File: config.mk
export PLATFORM = sky130hd
export DESIGN_NAME = level_crossing_controller
export DESIGN_NICKNAME = d
export VERILOG_FILES = /design/src/hdl/lcc_pkg.sv /design/src/hdl/lcc_front.sv /design/src/hdl/lcc_div.sv /design/src/hdl/lcc_back.sv /design/src/hdl/level_crossing_controller.sv
export SDC_FILE = /design/constraint.sdc
export NUM_CORES = 1
export LEC_CHECK = 0
export ABC_AREA = 1
export BUFFER_PORTS_ARGS = -buffer_cell sky130_fd_sc_hd__buf_4
export CORE_MARGIN = 3
export CORE_UTILIZATION = 30
export DETAILED_ROUTE_END_ITERATION = 6
export PLACE_DENSITY = 0.5
export SLEW_MARGIN = 30
export SYNTH_ARGS = -nofsm -noshare
export SYNTH_HDL_FRONTEND = slang
export SYNTH_SLANG_ARGS = --single-unit
File: constraint.sdc
create_clock -name clk -period 15.3 [get_ports clk]
set_input_delay 1.53 -clock clk [delete_from_list [all_inputs] [get_ports clk]]
set_output_delay 1.53 -clock clk [all_outputs]
set_load 0.02 [all_outputs]
File: src/hdl/lcc_pkg.sv
// ----------------------------------------------------------------------------
// lcc_pkg
// Shared types and constants of the level crossing controller.
// ----------------------------------------------------------------------------
package lcc_pkg;

  typedef enum logic [2:0] {
    MODE_OPEN     = 3'd0,
    MODE_WARNING  = 3'd1,
    MODE_LOWERING = 3'd2,
    MODE_CLOSED   = 3'd3,
    MODE_RAISING  = 3'd4
  } mode_t;

  typedef enum logic [1:0] {
    OP_TICK     = 2'd0,
    OP_APPROACH = 2'd1,
    OP_ENTER    = 2'd2,
    OP_CLEAR    = 2'd3
  } op_t;

  typedef enum logic [2:0] {
    B_IDLE,
    B_MUL,
    B_DSTART,
    B_DWAIT,
    B_EXEC
  } bstate_t;

  localparam logic [1:0] CFG_PREWARN = 2'd0;
  localparam logic [1:0] CFG_TRAVEL  = 2'd1;
  localparam logic [1:0] CFG_BLINK   = 2'd2;

  localparam logic [15:0] PREWARN_RST = 16'd3000;
  localparam logic [14:0] TRAVEL_RST  = 15'd8000;
  localparam logic [9:0]  BLINK_RST   = 10'd500;

  localparam logic [14:0] TRAVEL_MIN = 15'd1000;
  localparam logic [9:0]  HALF_MIN   = 10'd1;
  localparam logic [9:0]  HALF_MAX   = 10'd1000;

  localparam logic [16:0] ANGLE_UP       = 17'd90000;
  localparam logic [16:0] ANGLE_LOW_SNAP = 17'd1000;
  localparam logic [16:0] ANGLE_UP_SNAP  = 17'd89000;
  localparam logic [16:0] PHASE_MAX      = 17'd131071;

  localparam int DIV_W     = 28;
  localparam int DIV_STEPS = DIV_W / 2;
  localparam int CNT_W     = $clog2(DIV_STEPS);

  typedef struct packed {
    logic [1:0]  kind;
    logic [9:0]  delta_ms;
    logic [15:0] train_id;
  } in_item_t;

  typedef struct packed {
    logic [2:0]  crossing_state;
    logic [16:0] barrier_angle_mdeg;
    logic        lamp_a_on;
    logic        lamp_b_on;
    logic        road_blocked;
  } out_item_t;

  typedef struct packed {
    op_t         op;
    logic [9:0]  delta_ms;
    logic [15:0] train_id;
  } cmd_t;

  typedef struct packed {
    logic [15:0] prewarn_ms;
    logic [14:0] barrier_travel_ms;
    logic [9:0]  blink_half_period_ms;
  } cfg_t;

endpackage

File: src/hdl/lcc_front.sv
// ----------------------------------------------------------------------------
// lcc_front
// Accepts input items, decodes the kind into a command and holds up to two
// commands for the back end.
// ----------------------------------------------------------------------------
module lcc_front (
  input  logic              clk,
  input  logic              rst,
  input  logic              push,
  output logic              full,
  input  lcc_pkg::in_item_t item,
  output logic              cmd_valid,
  output lcc_pkg::cmd_t     cmd,
  input  logic              cmd_take
);

  lcc_pkg::cmd_t q [2];
  logic          wr_ptr;
  logic          rd_ptr;
  logic [1:0]    count;
  lcc_pkg::cmd_t cmd_in;
  logic          do_push;
  logic          do_pop;

  always_comb begin
    unique case (item.kind)
      lcc_pkg::OP_TICK:     cmd_in.op = lcc_pkg::OP_TICK;
      lcc_pkg::OP_APPROACH: cmd_in.op = lcc_pkg::OP_APPROACH;
      lcc_pkg::OP_ENTER:    cmd_in.op = lcc_pkg::OP_ENTER;
      default:              cmd_in.op = lcc_pkg::OP_CLEAR;
    endcase
    cmd_in.delta_ms = item.delta_ms;
    cmd_in.train_id = item.train_id;
  end

  assign full      = (count == 2'd2);
  assign cmd_valid = (count != 2'd0);
  assign cmd       = q[rd_ptr];
  assign do_push   = push && !full;
  assign do_pop    = cmd_take && cmd_valid;

  always_ff @(posedge clk) begin
    if (rst) begin
      wr_ptr <= 1'b0;
      rd_ptr <= 1'b0;
      count  <= 2'd0;
    end else begin
      if (do_push) wr_ptr <= !wr_ptr;
      if (do_pop)  rd_ptr <= !rd_ptr;
      count <= count + {1'b0, do_push} - {1'b0, do_pop};
    end
  end

  always_ff @(posedge clk) begin
    if (do_push) q[wr_ptr] <= cmd_in;
  end

endmodule

File: src/hdl/lcc_div.sv
// ----------------------------------------------------------------------------
// lcc_div
// Unsigned restoring divider, two quotient bits per cycle.
// ----------------------------------------------------------------------------
module lcc_div (
  input  logic                       clk,
  input  logic                       rst,
  input  logic                       start,
  input  logic [lcc_pkg::DIV_W-1:0]  dividend,
  input  logic [14:0]                divisor,
  output logic                       done,
  output logic [lcc_pkg::DIV_W-1:0]  quotient
);

  logic [14:0]               rem;
  logic [lcc_pkg::DIV_W-1:0] quo;
  logic [lcc_pkg::CNT_W-1:0] cnt;
  logic                      busy;
  logic [15:0]               r1;
  logic [15:0]               r2;
  logic [14:0]               r1s;
  logic [14:0]               r2s;
  logic                      b1;
  logic                      b2;

  always_comb begin
    r1  = {rem, quo[lcc_pkg::DIV_W-1]};
    b1  = (r1 >= {1'b0, divisor});
    r1s = b1 ? 15'(r1 - {1'b0, divisor}) : r1[14:0];
    r2  = {r1s, quo[lcc_pkg::DIV_W-2]};
    b2  = (r2 >= {1'b0, divisor});
    r2s = b2 ? 15'(r2 - {1'b0, divisor}) : r2[14:0];
  end

  assign quotient = quo;

  always_ff @(posedge clk) begin
    if (rst) begin
      busy <= 1'b0;
      done <= 1'b0;
      cnt  <= '0;
    end else begin
      done <= 1'b0;
      if (start) begin
        busy <= 1'b1;
        cnt  <= '0;
      end else if (busy) begin
        cnt <= cnt + 1'b1;
        if (cnt == lcc_pkg::CNT_W'(lcc_pkg::DIV_STEPS - 1)) begin
          busy <= 1'b0;
          done <= 1'b1;
        end
      end
    end
  end

  always_ff @(posedge clk) begin
    if (start) begin
      rem <= '0;
      quo <= dividend;
    end else if (busy) begin
      rem <= r2s;
      quo <= {quo[lcc_pkg::DIV_W-3:0], b1, b2};
    end
  end

endmodule

File: src/hdl/lcc_back.sv
// ----------------------------------------------------------------------------
// lcc_back
// Carries out commands: crossing state machine, barrier motion, lamp blink,
// and a two-entry result queue.
// ----------------------------------------------------------------------------
module lcc_back (
  input  logic               clk,
  input  logic               rst,
  input  lcc_pkg::cfg_t      cfg,
  input  logic               cmd_valid,
  input  lcc_pkg::cmd_t      cmd,
  output logic               cmd_take,
  output logic               empty,
  input  logic               pop,
  output lcc_pkg::out_item_t result
);

  lcc_pkg::bstate_t state;
  lcc_pkg::bstate_t state_next;
  lcc_pkg::cmd_t    cur;
  logic             div_start;
  logic             div_done;
  logic             exec;
  logic [lcc_pkg::DIV_W-1:0] prod;
  logic [lcc_pkg::DIV_W-1:0] quo;
  logic [14:0]      travel;

  lcc_pkg::mode_t   mode;
  logic [16:0]      phase_elapsed;
  logic [16:0]      angle_now;
  logic             target_down;
  logic [10:0]      blink_elapsed;
  logic             blink_phase;
  logic             blocker_on;
  logic [15:0]      active_train;
  logic             active_valid;

  lcc_pkg::mode_t   mode_next;
  logic [16:0]      phase_next;
  logic [16:0]      angle_next;
  logic             target_next;
  logic [10:0]      blink_elapsed_next;
  logic             blink_phase_next;
  logic             blocker_next;
  logic [15:0]      active_train_next;
  logic             active_valid_next;

  lcc_pkg::out_item_t res_q [2];
  logic               res_wr;
  logic               res_rd;
  logic [1:0]         res_count;
  lcc_pkg::out_item_t res_in;

  assign travel = (cfg.barrier_travel_ms < lcc_pkg::TRAVEL_MIN) ?
                  lcc_pkg::TRAVEL_MIN : cfg.barrier_travel_ms;

  lcc_div u_div (
    .clk      (clk),
    .rst      (rst),
    .start    (div_start),
    .dividend (prod),
    .divisor  (travel),
    .done     (div_done),
    .quotient (quo)
  );

  always_comb begin
    state_next = state;
    cmd_take   = 1'b0;
    div_start  = 1'b0;
    exec       = 1'b0;
    unique case (state)
      lcc_pkg::B_IDLE: begin
        if (cmd_valid && res_count != 2'd2) begin
          cmd_take   = 1'b1;
          state_next = (cmd.op == lcc_pkg::OP_TICK) ? lcc_pkg::B_MUL : lcc_pkg::B_EXEC;
        end
      end
      lcc_pkg::B_MUL:    state_next = lcc_pkg::B_DSTART;
      lcc_pkg::B_DSTART: begin
        div_start  = 1'b1;
        state_next = lcc_pkg::B_DWAIT;
      end
      lcc_pkg::B_DWAIT:  if (div_done) state_next = lcc_pkg::B_EXEC;
      lcc_pkg::B_EXEC: begin
        exec       = 1'b1;
        state_next = lcc_pkg::B_IDLE;
      end
      default:           state_next = lcc_pkg::B_IDLE;
    endcase
  end

  always_ff @(posedge clk) begin
    if (rst) state <= lcc_pkg::B_IDLE;
    else     state <= state_next;
  end

  always_ff @(posedge clk) begin
    if (cmd_take) cur <= cmd;
    if (state == lcc_pkg::B_MUL) begin
      prod <= lcc_pkg::DIV_W'(cur.delta_ms) * lcc_pkg::DIV_W'(lcc_pkg::ANGLE_UP);
    end
  end

  always_comb begin
    logic [17:0] ph_sum;
    logic [16:0] step;
    logic [16:0] goal;
    logic [16:0] span;
    logic [10:0] be_sum;
    logic [9:0]  half;

    mode_next          = mode;
    phase_next         = phase_elapsed;
    angle_next         = angle_now;
    target_next        = target_down;
    blink_elapsed_next = blink_elapsed;
    blink_phase_next   = blink_phase;
    blocker_next       = blocker_on;
    active_train_next  = active_train;
    active_valid_next  = active_valid;

    ph_sum = {1'b0, phase_elapsed} + {8'd0, cur.delta_ms};
    step   = quo[16:0];
    half   = (cfg.blink_half_period_ms < lcc_pkg::HALF_MIN) ? lcc_pkg::HALF_MIN :
             (cfg.blink_half_period_ms > lcc_pkg::HALF_MAX) ? lcc_pkg::HALF_MAX :
             cfg.blink_half_period_ms;
    goal   = '0;
    span   = '0;
    be_sum = '0;

    unique case (cur.op)
      lcc_pkg::OP_TICK: begin
        unique case (mode)
          lcc_pkg::MODE_OPEN: begin
            target_next  = 1'b0;
            blocker_next = 1'b0;
          end
          lcc_pkg::MODE_WARNING: begin
            blocker_next = 1'b1;
            phase_next   = ph_sum[17] ? lcc_pkg::PHASE_MAX : ph_sum[16:0];
            if (phase_next >= {1'b0, cfg.prewarn_ms}) begin
              mode_next   = lcc_pkg::MODE_LOWERING;
              target_next = 1'b1;
            end
          end
          lcc_pkg::MODE_LOWERING: begin
            target_next = 1'b1;
            if (angle_now <= lcc_pkg::ANGLE_LOW_SNAP) begin
              angle_next   = '0;
              mode_next    = lcc_pkg::MODE_CLOSED;
              blocker_next = 1'b1;
            end
          end
          lcc_pkg::MODE_CLOSED: begin
            target_next  = 1'b1;
            blocker_next = 1'b1;
          end
          default: begin
            target_next = 1'b0;
            if (angle_now >= lcc_pkg::ANGLE_UP_SNAP) begin
              angle_next = lcc_pkg::ANGLE_UP;
              mode_next  = lcc_pkg::MODE_OPEN;
            end
          end
        endcase

        goal = target_next ? 17'd0 : lcc_pkg::ANGLE_UP;
        if (angle_next > goal) begin
          span       = angle_next - goal;
          angle_next = angle_next - ((step < span) ? step : span);
        end else if (angle_next < goal) begin
          span       = goal - angle_next;
          angle_next = angle_next + ((step < span) ? step : span);
        end

        if (mode_next != lcc_pkg::MODE_OPEN) begin
          be_sum = blink_elapsed + {1'b0, cur.delta_ms};
          if (be_sum >= {1'b0, half}) begin
            blink_elapsed_next = '0;
            blink_phase_next   = !blink_phase;
          end else begin
            blink_elapsed_next = be_sum;
          end
        end
      end
      lcc_pkg::OP_APPROACH: begin
        active_train_next = cur.train_id;
        active_valid_next = 1'b1;
        if (mode == lcc_pkg::MODE_OPEN) begin
          phase_next = '0;
          mode_next  = lcc_pkg::MODE_WARNING;
        end
      end
      lcc_pkg::OP_ENTER: begin
        active_train_next = cur.train_id;
        active_valid_next = 1'b1;
        mode_next         = lcc_pkg::MODE_CLOSED;
        angle_next        = '0;
        target_next       = 1'b1;
        blocker_next      = 1'b1;
      end
      lcc_pkg::OP_CLEAR: begin
        if (!active_valid || active_train == cur.train_id) begin
          active_valid_next = 1'b0;
          mode_next         = lcc_pkg::MODE_RAISING;
          target_next       = 1'b0;
        end
      end
      default: ;
    endcase

    res_in.crossing_state     = mode_next;
    res_in.barrier_angle_mdeg = angle_next;
    res_in.lamp_a_on          = (mode_next != lcc_pkg::MODE_OPEN) && blink_phase_next;
    res_in.lamp_b_on          = (mode_next != lcc_pkg::MODE_OPEN) && !blink_phase_next;
    res_in.road_blocked       = blocker_next;
  end

  always_ff @(posedge clk) begin
    if (rst) begin
      mode          <= lcc_pkg::MODE_OPEN;
      phase_elapsed <= '0;
      angle_now     <= lcc_pkg::ANGLE_UP;
      target_down   <= 1'b0;
      blink_elapsed <= '0;
      blink_phase   <= 1'b0;
      blocker_on    <= 1'b0;
      active_train  <= '0;
      active_valid  <= 1'b0;
    end else if (exec) begin
      mode          <= mode_next;
      phase_elapsed <= phase_next;
      angle_now     <= angle_next;
      target_down   <= target_next;
      blink_elapsed <= blink_elapsed_next;
      blink_phase   <= blink_phase_next;
      blocker_on    <= blocker_next;
      active_train  <= active_train_next;
      active_valid  <= active_valid_next;
    end
  end

  // result queue
  assign empty  = (res_count == 2'd0);
  assign result = res_q[res_rd];

  always_ff @(posedge clk) begin
    if (rst) begin
      res_wr    <= 1'b0;
      res_rd    <= 1'b0;
      res_count <= 2'd0;
    end else begin
      if (exec)          res_wr <= !res_wr;
      if (pop && !empty) res_rd <= !res_rd;
      res_count <= res_count + {1'b0, exec} - {1'b0, pop && !empty};
    end
  end

  always_ff @(posedge clk) begin
    if (exec) res_q[res_wr] <= res_in;
  end

endmodule

File: src/hdl/level_crossing_controller.sv
// ----------------------------------------------------------------------------
// level_crossing_controller
// Level crossing controller: crossing state, barrier angle, lamps, blocker.
// ----------------------------------------------------------------------------
// Input items (tick or train event) enter on item; a transfer happens when
// push is high and full is low. Each item yields one result on result, valid
// while empty is low and taken when pop is high.
// Registers are set through cfg_write/cfg_index/cfg_data, one per cycle, by
// the user only while the block is idle; the block does not enforce it.
// A front end decodes items into a two-deep command queue; the back end runs
// them one at a time. An event goes from the command queue through the EXEC
// state into the result queue; a tick also passes the MUL state, which
// multiplies delta_ms by the full angle, and the radix-4 divider that computes
// the barrier step. The back end takes no new command until the last is done.
// Results sit in a two-entry queue; when it is full the back end waits and
// the input queue fills, then full rises. Synchronous reset empties both
// queues, sets registers to their defaults and the barrier upright.
// ----------------------------------------------------------------------------
module level_crossing_controller (
  input  logic               clk,
  input  logic               rst,
  input  logic               push,
  output logic               full,
  input  lcc_pkg::in_item_t  item,
  output logic               empty,
  input  logic               pop,
  output lcc_pkg::out_item_t result,
  input  logic               cfg_write,
  input  logic [1:0]         cfg_index,
  input  logic [15:0]        cfg_data
);

  lcc_pkg::cfg_t cfg;
  logic          cmd_valid;
  lcc_pkg::cmd_t cmd;
  logic          cmd_take;

  always_ff @(posedge clk) begin
    if (rst) begin
      cfg.prewarn_ms           <= lcc_pkg::PREWARN_RST;
      cfg.barrier_travel_ms    <= lcc_pkg::TRAVEL_RST;
      cfg.blink_half_period_ms <= lcc_pkg::BLINK_RST;
    end else if (cfg_write) begin
      if (cfg_index == lcc_pkg::CFG_PREWARN) cfg.prewarn_ms <= cfg_data;
      if (cfg_index == lcc_pkg::CFG_TRAVEL)  cfg.barrier_travel_ms <= cfg_data[14:0];
      if (cfg_index == lcc_pkg::CFG_BLINK)   cfg.blink_half_period_ms <= cfg_data[9:0];
    end
  end

  lcc_front u_front (
    .clk       (clk),
    .rst       (rst),
    .push      (push),
    .full      (full),
    .item      (item),
    .cmd_valid (cmd_valid),
    .cmd       (cmd),
    .cmd_take  (cmd_take)
  );

  lcc_back u_back (
    .clk       (clk),
    .rst       (rst),
    .cfg       (cfg),
    .cmd_valid (cmd_valid),
    .cmd       (cmd),
    .cmd_take  (cmd_take),
    .empty     (empty),
    .pop       (pop),
    .result    (result)
  );

endmodule

Word level (Yosys, flattened, before mapping). Memories as Yosys holds them, arrays and structs flattened. A register that Yosys moved wholly into a read port is not among the register bits. Cells that the tools add are included. W data, S select, Z words.

Multipliers: 1. Mux-type cells: 63. Bitwise operators: 1. Eq/ne operators: 23. Order comparisons: 13. Reduce and logical (&&, ||, !) cells: 46. $add $sub $neg: 13.

Operators with widths (number): $mux W17 (11); $pmux W17 S2 (3); $lt A17 B17 Y1 (3); $sub A17 B17 Y17 (3); $mux W15 (3); $ge A16 B15 Y1 (2); $sub A15 B15 Y15 (2); $mux W28 (1); $mux W27 (1); $mux W3 (9); $pmux W3 S4 (2); $mul A10 B13 Y23 const B (1); $mux W1 (23); $mux W10 (2); $add A17 B10 Y18 (1); $add A17 B17 Y17 (1); $ge A17 B16 Y1 (1); $ge A17 B17 Y1 const B (1); $gt A17 B17 Y1 (1); $le A17 B10 Y1 const B (1); $eq A16 B16 Y1 (1); $lt A15 B10 Y1 const B (1); $eq A3 B2 Y1 const B (4); $add A11 B10 Y11 (1); 31 further kinds (81).

Memories kept: 2. Logic and storage cells: 191. Input port bits: 51. Output and inout bits: 25. Register bits: 220. RAM bits: 102.

Memory list: u_front.q (words 2, width 28, rd ports 1, clocked after Yosys merged registers in 1, write ports 1, RTL line lcc_front.sv:17) `lcc_pkg::cmd_t q [2];`; u_back.res_q (words 2, width 23, rd ports 1, clocked after Yosys merged registers in 1, write ports 1, RTL line lcc_back.sv:48) `lcc_pkg::out_item_t res_q [2];`.

Longest topological paths before layout. Gate-level depths: netlist of run 1.

Depth in word-level cells: 14. Gate-level depth with buffers: 65. Mapped depth without buffers: 64.

By module. From an unflattened synthesis of run 1, not the netlist that was laid out.

Cell total of the unflattened synthesis: 2837. Area, all modules: 23243.5 sq um.

Modules (own cells, without submodules): lcc_back (times used 1, cells an instance 1862, area each 15095.7 sq um, seq. area each 4434.3 sq um); lcc_div (times used 1, cells an instance 617, area each 4070.2 sq um, seq. area each 1261.2 sq um); lcc_front (times used 1, cells an instance 128, area each 2382.3 sq um, seq. area each 1781.7 sq um); level_crossing_controller (times used 1, cells an instance 230, area each 1695.4 sq um, seq. area each 820.8 sq um).

Worst setup path before layout of run 1. Ideal clock, no wire load.

Path type: reg-to-reg. Start point: register u_back.cur[16] (netlist name). End point: memory u_back.res_q[0][19] (netlist name), data pin. Data required time: 15.038 ns. Setup slack: 6.752 ns. Library setup time: 0.262 ns. Stages on the path, launching flop included: 59. Path buffers: 2. Arrival: 8.286 ns. Period minus slack after synthesis: 8.548 ns. Path through: edfxtp_1 ha_1 fa_1 nand3_1 nand2_1 nand2_1 nand2_1 a21oi_1 o21ai_1 xor2_1 or2_2 ha_1 nand2_1 nor2_1 nand3b_1 nand4_1 a21oi_1 o21ai_0 [... 23 more ...] o21ai_0 ha_1 a21oi_1 nand2_1 a21oi_1 o21ai_0 a21boi_0 o21ai_0 nand2_1 nand2_1 nand2_1 nand2_1 nand3_1 nand3_1 nand2_1 nand3_1 nand2_1 nand2_1.

Longest elaborated chain between the ends: 14. Elaborated cells on any way between the ends: 20. Classes of those cells: add/sub (5); order compare (5); mux (10).

Ends and longest elaborated chain: from (decl) (RTL line lcc_back.sv:20) `lcc_pkg::cmd_t cur;`; from (signal assigned) (RTL line lcc_back.sv:99) `if (cmd_take) cur <= cmd;`; $add A17 B10 Y18 * (RTL line lcc_back.sv:123) `ph_sum = {1'b0, phase_elapsed} + {8'd0, cur.delta_ms};`; $mux W17 * (RTL line lcc_back.sv:141) `phase_next = ph_sum[17] ? lcc_pkg::PHASE_MAX : ph_sum[16:0];`; $ge A17 B16 Y1 * (RTL line lcc_back.sv:142) `if (phase_next >= {1'b0, cfg.prewarn_ms}) begin`; $mux W1 * (RTL line lcc_back.sv:142); $pmux W1 S2 * (RTL line lcc_back.sv:134) `unique case (mode)`; $mux W1 * (RTL line lcc_back.sv:132) `unique case (cur.op)`; $mux W17 * (RTL line lcc_back.sv:168) `goal = target_next ? 17'd0 : lcc_pkg::ANGLE_UP;`; $sub A17 B17 Y17 (RTL line lcc_back.sv:173) `span = goal - angle_next;`; $lt A17 B17 Y1 (RTL line lcc_back.sv:174) `angle_next = angle_next + ((step < span) ? step : span);`; $mux W17 (RTL line lcc_back.sv:174); $add A17 B17 Y17 (RTL line lcc_back.sv:174); $mux W17 (RTL line lcc_back.sv:172) `end else if (angle_next < goal) begin`; $mux W17 * (RTL line lcc_back.sv:169) `if (angle_next > goal) begin`; $pmux W17 S2 * (RTL line lcc_back.sv:132); net u_back.angle_next[16] (RTL line lcc_back.sv:40) `logic [16:0] angle_next;`; to (decl) (RTL line lcc_back.sv:48).

The timed path passes the listed nets; every way through them passes the cells marked *. The select of a mux whose other input is x is not followed.

Worst setup path in the final report of run 1.
Start point: register u_back.cur[18] (netlist name). End point: register u_back.angle_now[14].

Longest elaborated chain between the ends: 14. Elaborated cells on any way between the ends: 20. Classes of those cells: add/sub (5); order compare (5); mux (10).

Ends and longest elaborated chain: $add A17 B10 Y18 * (RTL line lcc_back.sv:123); $mux W17 * (RTL line lcc_back.sv:141); $ge A17 B16 Y1 * (RTL line lcc_back.sv:142); $mux W1 * (RTL line lcc_back.sv:142); $pmux W1 S2 * (RTL line lcc_back.sv:134); $mux W1 * (RTL line lcc_back.sv:132); $mux W17 * (RTL line lcc_back.sv:168); $sub A17 B17 Y17 (RTL line lcc_back.sv:173); $lt A17 B17 Y1 (RTL line lcc_back.sv:174); $mux W17 (RTL line lcc_back.sv:174); $add A17 B17 Y17 (RTL line lcc_back.sv:174); $mux W17 (RTL line lcc_back.sv:172); $mux W17 * (RTL line lcc_back.sv:169); $pmux W17 S2 * (RTL line lcc_back.sv:132); net u_back.angle_next[14] (RTL line lcc_back.sv:40); to (signal assigned) (RTL line lcc_back.sv:224) `angle_now <= lcc_pkg::ANGLE_UP;`; to (signal assigned) (RTL line lcc_back.sv:234) `angle_now <= angle_next;`; to (decl) (RTL line lcc_back.sv:30) `logic [16:0] angle_now;`.

Marks and branches as above. A chain may end at the register's enable or synchronous reset.

==> results by group, run 1 <==
Outcome
  – Run status: completed

Setup path
  – Crit-path max FO: 34
  – Worst path arrival time: 10.91 ns
  – Worst setup EP type: flip-flop
  – Critical path class: flip-flop to flip-flop
  – Required time of the critical path: 15.70 ns
  – CP max stage delay: 0.55 ns
  – Startpoint types: flip-flop
  – CP dominant cell by count: nand2_1
  – Worst R2R Path Depth: 58
  – Slowest CP cell: edfxtp_1

Cells and area
  – Ant diodes: 0
  – P&R area growth vs syn: 13.5%
  – Layout cells sized above 1: 10.6%
  – Filler cells: 7489
  – Design Area, Final: 0.0248 sq mm
  – Layout Nets: 2948
  – Final Non-Filler Cells: 3598

Timing
  – Final setup viols: 0
  – Part of the cycle the worst path needs: 68.7%
  – RSZ-0062 raised after global routing: false
  – WHS: 0.445 ns
  – Hold Fails Final Rpt: 0
  – Max_slew headroom: 37.8%
  – Least-Margin Pin Slew: 0.934 ns
  – Clock Skew: 0.0235 ns
  – Period minus WS final: 10.51 ns
  – Final setup TNS: 0 ns
  – Max Slew Vio Count: 0
  – Fmax: 95.2 MHz

Yosys
  – Avg Cell Area, Syn: 8.58 sq um
  – Yosys cell types: 61
  – Ys flop type: edfxtp_1
  – #FFs+latches synth: 324
  – Yosys warns: 0
  – Post-synthesis async set-or-reset flop share: 0%
  – Sequential fraction of the synthesis area: 37.9%
  – Synthesized cell area: 0.0219 sq mm
  – Post-synth EDFFs: 181
  – Synth Instances: 2551
  – Syn Nets: 2881

Floorplan
  – Starting Density: 30.5%
  – Core area: 0.0719 sq mm
  – Die Y: 276 um
  – Rows: 98
  – Io pins: 76
  – Die X: 276 um
  – DIE AREA: 0.0763 sq mm

Routing
  – WL per Instance: 16.3 um
  – DRT Pass-1 Iters: 5
  – Total wire length: 58700 um
  – Iter 0 DRT Violations: 919
  – Routed via count: 17.2k
  – Via-to-Cell Ratio: 4.78
  – Antenna Violating Nets Remaining: 0
  – DRC Markers: 0

Place
  – Post-DP HPWL: 45600 um
  – Routability cong.: 0.889
  – IO buf count: 75
  – Dpl cells: 3527
  – Cell Area, Placed: 0.0235 sq mm

Worst hold path
  – Worst hold path depth: 1
  – Hold WC Path Type: flip-flop to flip-flop

Clocking
  – Reg clk slew, reported paths: 0.06 ns
  – Inserted Clock Buffers: 39
  – CTS sink cnt: 324
  – Cts hold-fix bufs: 0
  – H-tree lvl count: 2
  – CTS Buffer Depth: 3
  – Clock latency on the worst-skew pair: 0.56 ns
  – Setup bufs post-CTS: 0
  – Root Driver: clkbuf_16
  – Post-CTS sizing: 0
  – CTS tree: built

Global routing
  – GRT Total Usage: 15.1%
  – Initial antenna violation count: 1
  – Global-route wire length before repair: 93600 um
  – Total gr overflow: 0
  – Number of global-route vias before repair: 17.0k
  – Largest net degree at the start of global routing: 59

Run
  – Max cap viols: 0
layout make-up:
type	instances	area (sq um)	area share [%]
clock buffers	52	1100	4.42
clock inverters	19	199	0.801
inverters	325	1220	4.91
multi-input cells	1836	12200	48.9
flip-flops and latches	324	8300	33.4
well taps	950	1190	4.78
repair buffers	92	691	2.78
cells by family after synthesis:
group                      synth area share [%]
muxes                                      2.79
buffers and inverters                      6.81
and+or+nand+nor                            16.5
DFF                                        37.9
adders and majority gates                  17.6
xor gates and xnor gates                   4.68
AOI/OAI and AO/OA                          13.7
metal layers:
metal | up-vias | share of wire, % | track usage (%) | wire length [um]
met1 | 8074 | 47 | 20.5 | 27800
li1 | 8762 | - | - | -
met2 | 295 | 47 | 25.6 | 27800
met3 | 78 | 3.3 | 1.76 | 1920
met5 | - | 0 | 0 | 0
met4 | 0 | 2.1 | 3.93 | 1230
cell usage after synthesis, types with 6 or more instances:
cell | instances | share of area [%]
dfxtp_1 | 143 | 13
edfxtp_1 | 181 | 25
inv_2 | 14 | 0.24
inv_1 | 309 | 5.3
nor3_1 | 31 | 0.71
nand2_2 | 6 | 0.17
o21ai_1 | 41 | 0.94
a31oi_1 | 10 | 0.29
o21a_1 | 6 | 0.21
ha_1 | 232 | 13
nand2_1 | 495 | 8.5
a211oi_1 | 7 | 0.24
clkbuf_1 | 49 | 0.84
or2_2 | 12 | 0.34
nand4_1 | 17 | 0.49
buf_1 | 8 | 0.14
nand3_1 | 94 | 2.1
o211ai_1 | 27 | 0.93
xnor2_1 | 36 | 1.4
mux2_2 | 49 | 2.5
mux2i_1 | 6 | 0.27
o21bai_1 | 10 | 0.34
o21ai_0 | 154 | 3.5
xor2_1 | 81 | 3.2
buf_2 | 7 | 0.16
fa_1 | 47 | 4.3
a21oi_1 | 238 | 5.4
nor2_1 | 162 | 2.8
path summary, 6_finish.rpt:
kind / slack (ns) / start / end
setup / recovery: 4.79 / u_back.cur[18] / u_back.angle_now[14]
hold / removal: 0.44 / u_back.res_rd / flip-flop
setup reg to reg: 4.79 / u_back.cur[18] / u_back.angle_now[14]
hold reg to reg: 0.44 / u_back.res_rd / flip-flop
sequential cells by signal, summed over array words and instances, names as in the netlist, 16 cells and up, named ones only:
signal / count
u_front.q: 56
u_back.res_q: 46
cfg: 41
u_back.cur: 28
u_back.u_div.quotient: 28
u_back.prod: 23
u_back.angle_now: 17
u_back.phase_elapsed: 17
u_back.active_train: 16
critical path, delay by kind of cell, from the launching register on:
kind	cells	cell delay, ns
adders and majority gates	6	1.93
and+or+nand+nor	24	2.99
buffers and inverters	6	0.97
xor gates and xnor gates	2	0.42
DFF	1	0.55
AOI/OAI and AO/OA	20	3.46
through the flow:
stage          util, %  setup slack [ns]
3_3_place_gp      32.8              5.00
4_1_cts           34.6              4.81
6_report          34.6              4.79
2_1_floorplan        -              6.75
3_5_place_dp      32.8              4.86
5_1_grt           34.6              3.84
layout by cell type, fill, tap and decap left out, drive strengths merged, types with 52 or more instances in the layout:
master and n:
buf 92, a21oi 242, nand2 506, dfxtp 143, inv 323, nand3 98, o21ai 199, xor2 81
nor2 170, ha 232, edfxtp 181, clkbuf 52
Power of run 1 is not shown: default switching activity piles up to over one toggle a cycle in this logic, so the estimate is an artifact.
==> inputs of run 2 (changes only) <==
- clock period: 15.3 -> 10 ns (I/O delays scaled with it)
==> run 2 against run 1 <==
Against the previous run:
- flip-flop and latch count unchanged
- global-route usage up 0.16 points
- design area is 1.0% higher
- non-clock buffer count grew 20
- worst setup slack worse by 4.0 ns
- register-to-register slack lost 4.0 ns
- fmax up 15%
- via count increased by 1.2%
==> results by group, run 2 (synthesis gave the netlist of run 1 again) <==
Routing
  – Iter 0 DRT Violations: 1010 (was 919)
  – DRT Pass-1 Iters: 5 (unchanged)
  – Routed via count: 17.4k (was 17.2k)
  – Via-to-Cell Ratio: 4.81 (was 4.78)
  – Antenna Violating Nets Remaining: 0 (unchanged)
  – Total wire length: 59200 um (was 58700 um)
  – DRC Markers: 0 (unchanged)
  – WL per Instance: 16.4 um (was 16.3 um)

Setup path
  – CP max stage delay: 0.42 ns (was 0.55 ns)
  – Crit-path max FO: 11 (was 34)
  – Required time of the critical path: 10.40 ns (was 15.70 ns)
  – CP dominant cell by count: nand2_1 (unchanged)
  – Worst path arrival time: 9.56 ns (was 10.91 ns)
  – Worst setup EP type: flip-flop (unchanged)
  – Startpoint types: flip-flop (unchanged)
  – Critical path class: flip-flop to flip-flop (unchanged)
  – Slowest CP cell: fa_1 (was edfxtp_1)

Global routing
  – Total gr overflow: 0 (unchanged)
  – GRT Total Usage: 15.3% (was 15.1%)
  – Global routing usage on met3: 2.05% (was 1.76%)
  – Largest net degree at the start of global routing: 59 (unchanged)
  – Routing usage on met2: 26.4% (was 25.6%)
  – Initial antenna violation count: 1 (unchanged)
  – Met1 GRT Util: 20.6% (was 20.5%)
  – GRT busiest layer: met2 (unchanged)
  – Global-route wire length before repair: 95200 um (was 93600 um)
  – Number of global-route vias before repair: 17.4k (was 17.0k)

Clocking
  – Reg clk slew, reported paths: 0.06 ns (about the same)
  – H-tree lvl count: 2 (unchanged)
  – CTS tree: built (unchanged)
  – CTS Buffer Depth: 3 (unchanged)
  – Cts hold-fix bufs: 0 (unchanged)
  – Inserted Clock Buffers: 39 (unchanged)
  – Clock latency on the worst-skew pair: 0.56 ns (about the same)
  – Root Driver: clkbuf_16 (unchanged)
  – CTS sink cnt: 324 (unchanged)

Floorplan
  – Core area: 0.0719 sq mm (unchanged)
  – DIE AREA: 0.0763 sq mm (unchanged)
  – Io pins: 76 (unchanged)
  – Die Y: 276 um (unchanged)
  – Starting Density: 30.5% (unchanged)
  – Die X: 276 um (unchanged)
  – Rows: 98 (unchanged)

Cells and area
  – Regs by FF count: u_front.q x56, u_back.res_q x46, cfg x41 (unchanged)
  – Max FFs per register: 56 (unchanged)
  – Ant diodes: 0 (unchanged)
  – Area of the multi-input gates: 0.0123 sq mm (was 0.0122 sq mm)
  – Design Area, Final: 0.0251 sq mm (was 0.0248 sq mm)
  – Layout Nets: 2968 (was 2948)
  – Storage element area: 0.00830 sq mm (unchanged)
  – Filler cells: 7437 (was 7489)
  – P&R area growth vs syn: 14.6% (was 13.5%)
  – Layout cells sized above 1: 12.0% (was 10.6%)
  – Top reg by flops: u_front.q (unchanged)
  – Most frequent cells in the layout: 491 x nand2_1, 304 x inv_1, 230 x a21oi_1, 230 x ha_1, 181 x edfxtp_1 (was 495 x nand2_1, 307 x inv_1, 238 x a21oi_1)
  – Most common cell after layout, fill and taps aside: nand2_1 (unchanged)

Timing
  – Period minus WS final: 9.16 ns (was 10.51 ns)
  – Final setup viols: 0 (unchanged)
  – Clock Skew: 0.0322 ns (was 0.0235 ns)
  – Least-Margin Pin Slew: 0.888 ns (was 0.934 ns)
  – Max Slew Vio Count: 0 (unchanged)
  – Fmax: 109 MHz (was 95.2 MHz)
  – Final setup TNS: 0 ns (unchanged)
  – Max_slew headroom: 40.8% (was 37.8%)
  – Hold Fails Final Rpt: 0 (unchanged)
  – Part of the cycle the worst path needs: 91.6% (was 68.7%)

Place
  – IO buf count: 75 (unchanged)
  – Cell Area, Placed: 0.0236 sq mm (was 0.0235 sq mm)
  – Post-DP HPWL: 45600 um (about the same)
  – Routability cong.: 0.885 (was 0.889)

Outcome
  – Run status: completed (unchanged)

Worst hold path
  – Hold WC Path Type: flip-flop to flip-flop (unchanged)

Run
  – Max cap viols: 0 (unchanged)
-- run 2: layout make-up --
class	instances	share of cell area, %
clock inverters	19	0.863
well taps	950	4.74
repair buffers	112	3.37
clock buffers	52	4.21
flip-flops and latches	324	33.1
inverters	325	4.86
multi-input cells	1836	48.9
-- run 2: stage by stage --
step | instances | hold WS [ns] | worst slack, ns | util (%)
2_1_floorplan | 2551 | 0.426 | 1.45 | -
3_3_place_gp | 3540 | 0.443 | 0.261 | 32.9
3_5_place_dp | 3540 | 0.448 | -0.00581 | 32.9
4_1_cts | 3611 | 0.457 | 0.114 | 34.7
5_1_grt | 3618 | 0.483 | -0.0154 | 34.9
6_report | 3618 | 0.450 | 0.843 | 34.9
-- run 2: worst paths after layout --
check                 start                   end  slack [ns]  cells past startpoint
min           u_back.res_rd         u_back.res_rd        0.45                      1
max          u_back.cur[18]  u_back.angle_now[14]        0.84                     55
max reg2reg  u_back.cur[18]  u_back.angle_now[14]        0.84                     55
min reg2reg   u_back.res_rd         u_back.res_rd        0.45                      1
-- run 2: timing repair --
action                     4_1_cts  5_1_grt
gates resized for setup          2       38
buffers inserted                 0        7
pin swaps                        0        8
setup endpoints to repair        3       35
-- run 2: metal layers --
metal,wire length (um),share of wire (%)
met4,817,1.4
met2,28600,48
met1,27600,47
met3,2130,3.6
met5,0,0
-- run 2: worst max-delay path: cells and delay by family, from the launching register on --
kind,cells,cell delay [ns]
buffers and inverters,4,0.44
flip-flops,1,0.40
AND/OR/NAND/NOR,22,2.82
AO/OA/AOI/OAI,22,3.10
XOR/XNOR,1,0.28
adder cells (fa/ha/maj),6,1.93
Power of run 2 is left out for the same reason.
==> inputs of run 3 (changes only) <==
- PLACE_DENSITY: 0.5 -> unset
==> run 3 against run 2 <==
Against the previous run:
- cell count about the same
- first-iteration DRC count increased by 0.20%
- design area decreased by 0.16%
==> results by group, run 3 (synthesis gave the netlist of run 1 again) <==
Cells and area
  – Most frequent cells in the layout: 493 x nand2_1, 306 x inv_1, 235 x a21oi_1 (was 491 x nand2_1, 304 x inv_1, 230 x a21oi_1, 230 x ha_1, 181 x edfxtp_1)
  – Ant diodes: 0 (unchanged)
  – Top reg by flops: u_front.q (unchanged)
  – Layout Nets: 2970 (was 2968)
  – P&R area growth vs syn: 14.4% (was 14.6%)
  – Layout cells sized above 1: 11.6% (was 12.0%)
  – Most common cell after layout, fill and taps aside: nand2_1 (unchanged)
  – Max FFs per register: 56 (unchanged)
  – Regs by FF count: u_front.q x56, u_back.res_q x46, cfg x41 (unchanged)

Floorplan
  – Die X: 276 um (unchanged)
  – Io pins: 76 (unchanged)
  – Starting Density: 30.5% (unchanged)
  – Die Y: 276 um (unchanged)
  – Rows: 98 (unchanged)
  – Core area: 0.0719 sq mm (unchanged)
  – DIE AREA: 0.0763 sq mm (unchanged)

Routing
  – Total wire length: 55300 um (was 59200 um)
  – Via-to-Cell Ratio: 4.74 (was 4.81)
  – DRT Pass-1 Iters: 5 (unchanged)
  – DRC Markers: 0 (unchanged)
  – Antenna Violating Nets Remaining: 0 (unchanged)
  – WL per Instance: 15.3 um (was 16.4 um)
  – Iter 0 DRT Violations: 1012 (was 1010)
  – Routed via count: 17.1k (was 17.4k)

Setup path
  – CP max stage delay: 0.41 ns (was 0.42 ns)
  – Startpoint types: flip-flop (unchanged)
  – Crit path buffers/inverters: 6 (was 4)
  – Worst setup EP type: flip-flop (unchanged)
  – Critical path class: flip-flop to flip-flop (unchanged)
  – Slowest CP cell: fa_1 (unchanged)
  – Worst R2R Start: u_back.cur[16] (was u_back.cur[18])
  – Reg-to-reg endpoint: u_back.res_q[1][18] (was u_back.angle_now[14])
  – Worst path arrival time: 9.55 ns (was 9.56 ns)
  – R2R setup slack: 0.87 ns (was 0.84 ns)
  – CP endpoint: u_back.res_q[1][18] (was u_back.angle_now[14])
  – Required time of the critical path: 10.42 ns (was 10.40 ns)
  – Crit-path max FO: 11 (unchanged)
  – Critical path's top delay family: simple AND/OR/NAND/NOR gates (was compound AO/OA/AOI/OAI gates)
  – Worst R2R Path Depth: 57 (was 55)
  – Setup crit start: u_back.cur[16] (was u_back.cur[18])
  – CP Depth: 57 (was 55)
  – CP dominant cell by count: nand2_1 (unchanged)

Clocking
  – CTS sink cnt: 324 (unchanged)
  – Clock latency on the worst-skew pair: 0.56 ns (about the same)
  – Inserted Clock Buffers: 38 (was 39)
  – Root Driver: clkbuf_16 (unchanged)
  – H-tree lvl count: 2 (unchanged)
  – CTS tree: built (unchanged)
  – Reg clk slew, reported paths: 0.06 ns (about the same)
  – Cts hold-fix bufs: 0 (unchanged)
  – CTS Buffer Depth: 3 (unchanged)

Global routing
  – Number of global-route vias before repair: 16.6k (was 17.4k)
  – Global-route wire length before repair: 88800 um (was 95200 um)
  – Initial antenna violation count: 1 (unchanged)
  – Total gr overflow: 0 (unchanged)
  – Largest net degree at the start of global routing: 52 (was 59)
  – GRT Total Usage: 14.1% (was 15.3%)

Timing
  – Clock Skew: 0.0400 ns (was 0.0322 ns)
  – Max_slew headroom: 37.3% (was 40.8%)
  – Fmax: 110 MHz (was 109 MHz)
  – Final setup viols: 0 (unchanged)
  – Least-Margin Pin Slew: 0.939 ns (was 0.888 ns)
  – Hold Fails Final Rpt: 0 (unchanged)
  – Max Slew Vio Count: 0 (unchanged)
  – Period minus WS final: 9.13 ns (was 9.16 ns)
  – Fin worst setup slack: 0.870 ns (was 0.843 ns)
  – Part of the cycle the worst path needs: 91.3% (was 91.6%)

Run
  – Max cap viols: 0 (unchanged)

Place
  – IO buf count: 75 (unchanged)
  – Post-DP HPWL: 41900 um (was 45600 um)
  – Routability cong.: 0.888 (was 0.885)
  – Pre-CTS setup slack: 0.411 ns (was -0.00581 ns)

Worst hold path
  – Hold WC Path Type: flip-flop to flip-flop (unchanged)
  – Worst hold path depth: 1 (unchanged)

Outcome
  – Run status: completed (unchanged)
==> run 3: cell types whose count changed in the layout (fill, tap and decap cells not counted), moves of 3 or more <==
cell	delta
clkbuf_8	+3
inv_2	-3
a21oi_1	+5
o21ai_1	-3
a21oi_2	-5
clkinv_1	-4
o21ai_0	+3
==> run 3: worst register-to-register path, delay by kind of cell, from the launching register on <==
kind            cells  cell delay [ns]
buf+inv             6             0.96
xor+xnor            3             0.47
fa+ha+maj           6             1.92
simple gates       26             2.90
compound gates     16             2.33
flops               1             0.40
==> run 3: layout make-up <==
type	instances	area (sq um)
clock inverters	15	183
multi-input cells	1836	12200
flip-flops and latches	324	8300
fillers	7592	46800
repair inverters	1	7.51
inverters	325	1230
repair buffers	114	868
clock buffers	55	1100
well taps	950	1190
==> run 3: per-layer routing <==
metal / wire [um] / GRT usage, % / vias to the layer above / share of wire [%]
met5: 0 / 0 / - / 0
met4: 910 / 3.33 / 0 / 1.6
met3: 2410 / 1.71 / 65 / 4.4
met2: 25600 / 23.5 / 295 / 46
met1: 26400 / 19.6 / 7977 / 48
li1: - / - / 8808 / -
==> run 3: worst min path at each step <==
| stage | startpoint | endpoint | slack [ns] |
|---|---|---|---|
| floorplan | u_back.res_rd | flip-flop | 0.43 |
| global placement | u_back.res_rd | u_back.res_rd | 0.44 |
| detailed placement | u_back.res_rd | flip-flop | 0.44 |
| CTS | u_back.res_rd | flip-flop | 0.46 |
| global route | u_back.res_rd | flip-flop | 0.48 |
| finish | u_back.res_rd | flip-flop | 0.45 |
==> run 3: through the flow <==
step	hold WS, ns	setup TNS (ns)	instances	util (%)	area, sq um
global route	0.475	-0.00965	3620	34.9	25100
global placement	0.438	0	3544	32.9	23700
CTS	0.455	0	3614	34.7	25000
finish	0.452	0	3620	34.9	25100
floorplan	0.426	0	2551	-	21900
detailed placement	0.443	0	3544	32.9	23700
==> run 3: what timing repair did <==
action,4_1_cts,5_1_grt
resized for setup,0,20
endpoints found under the setup margin,0,25
buffers inserted,0,5
Power of run 3 is left out for the same reason.
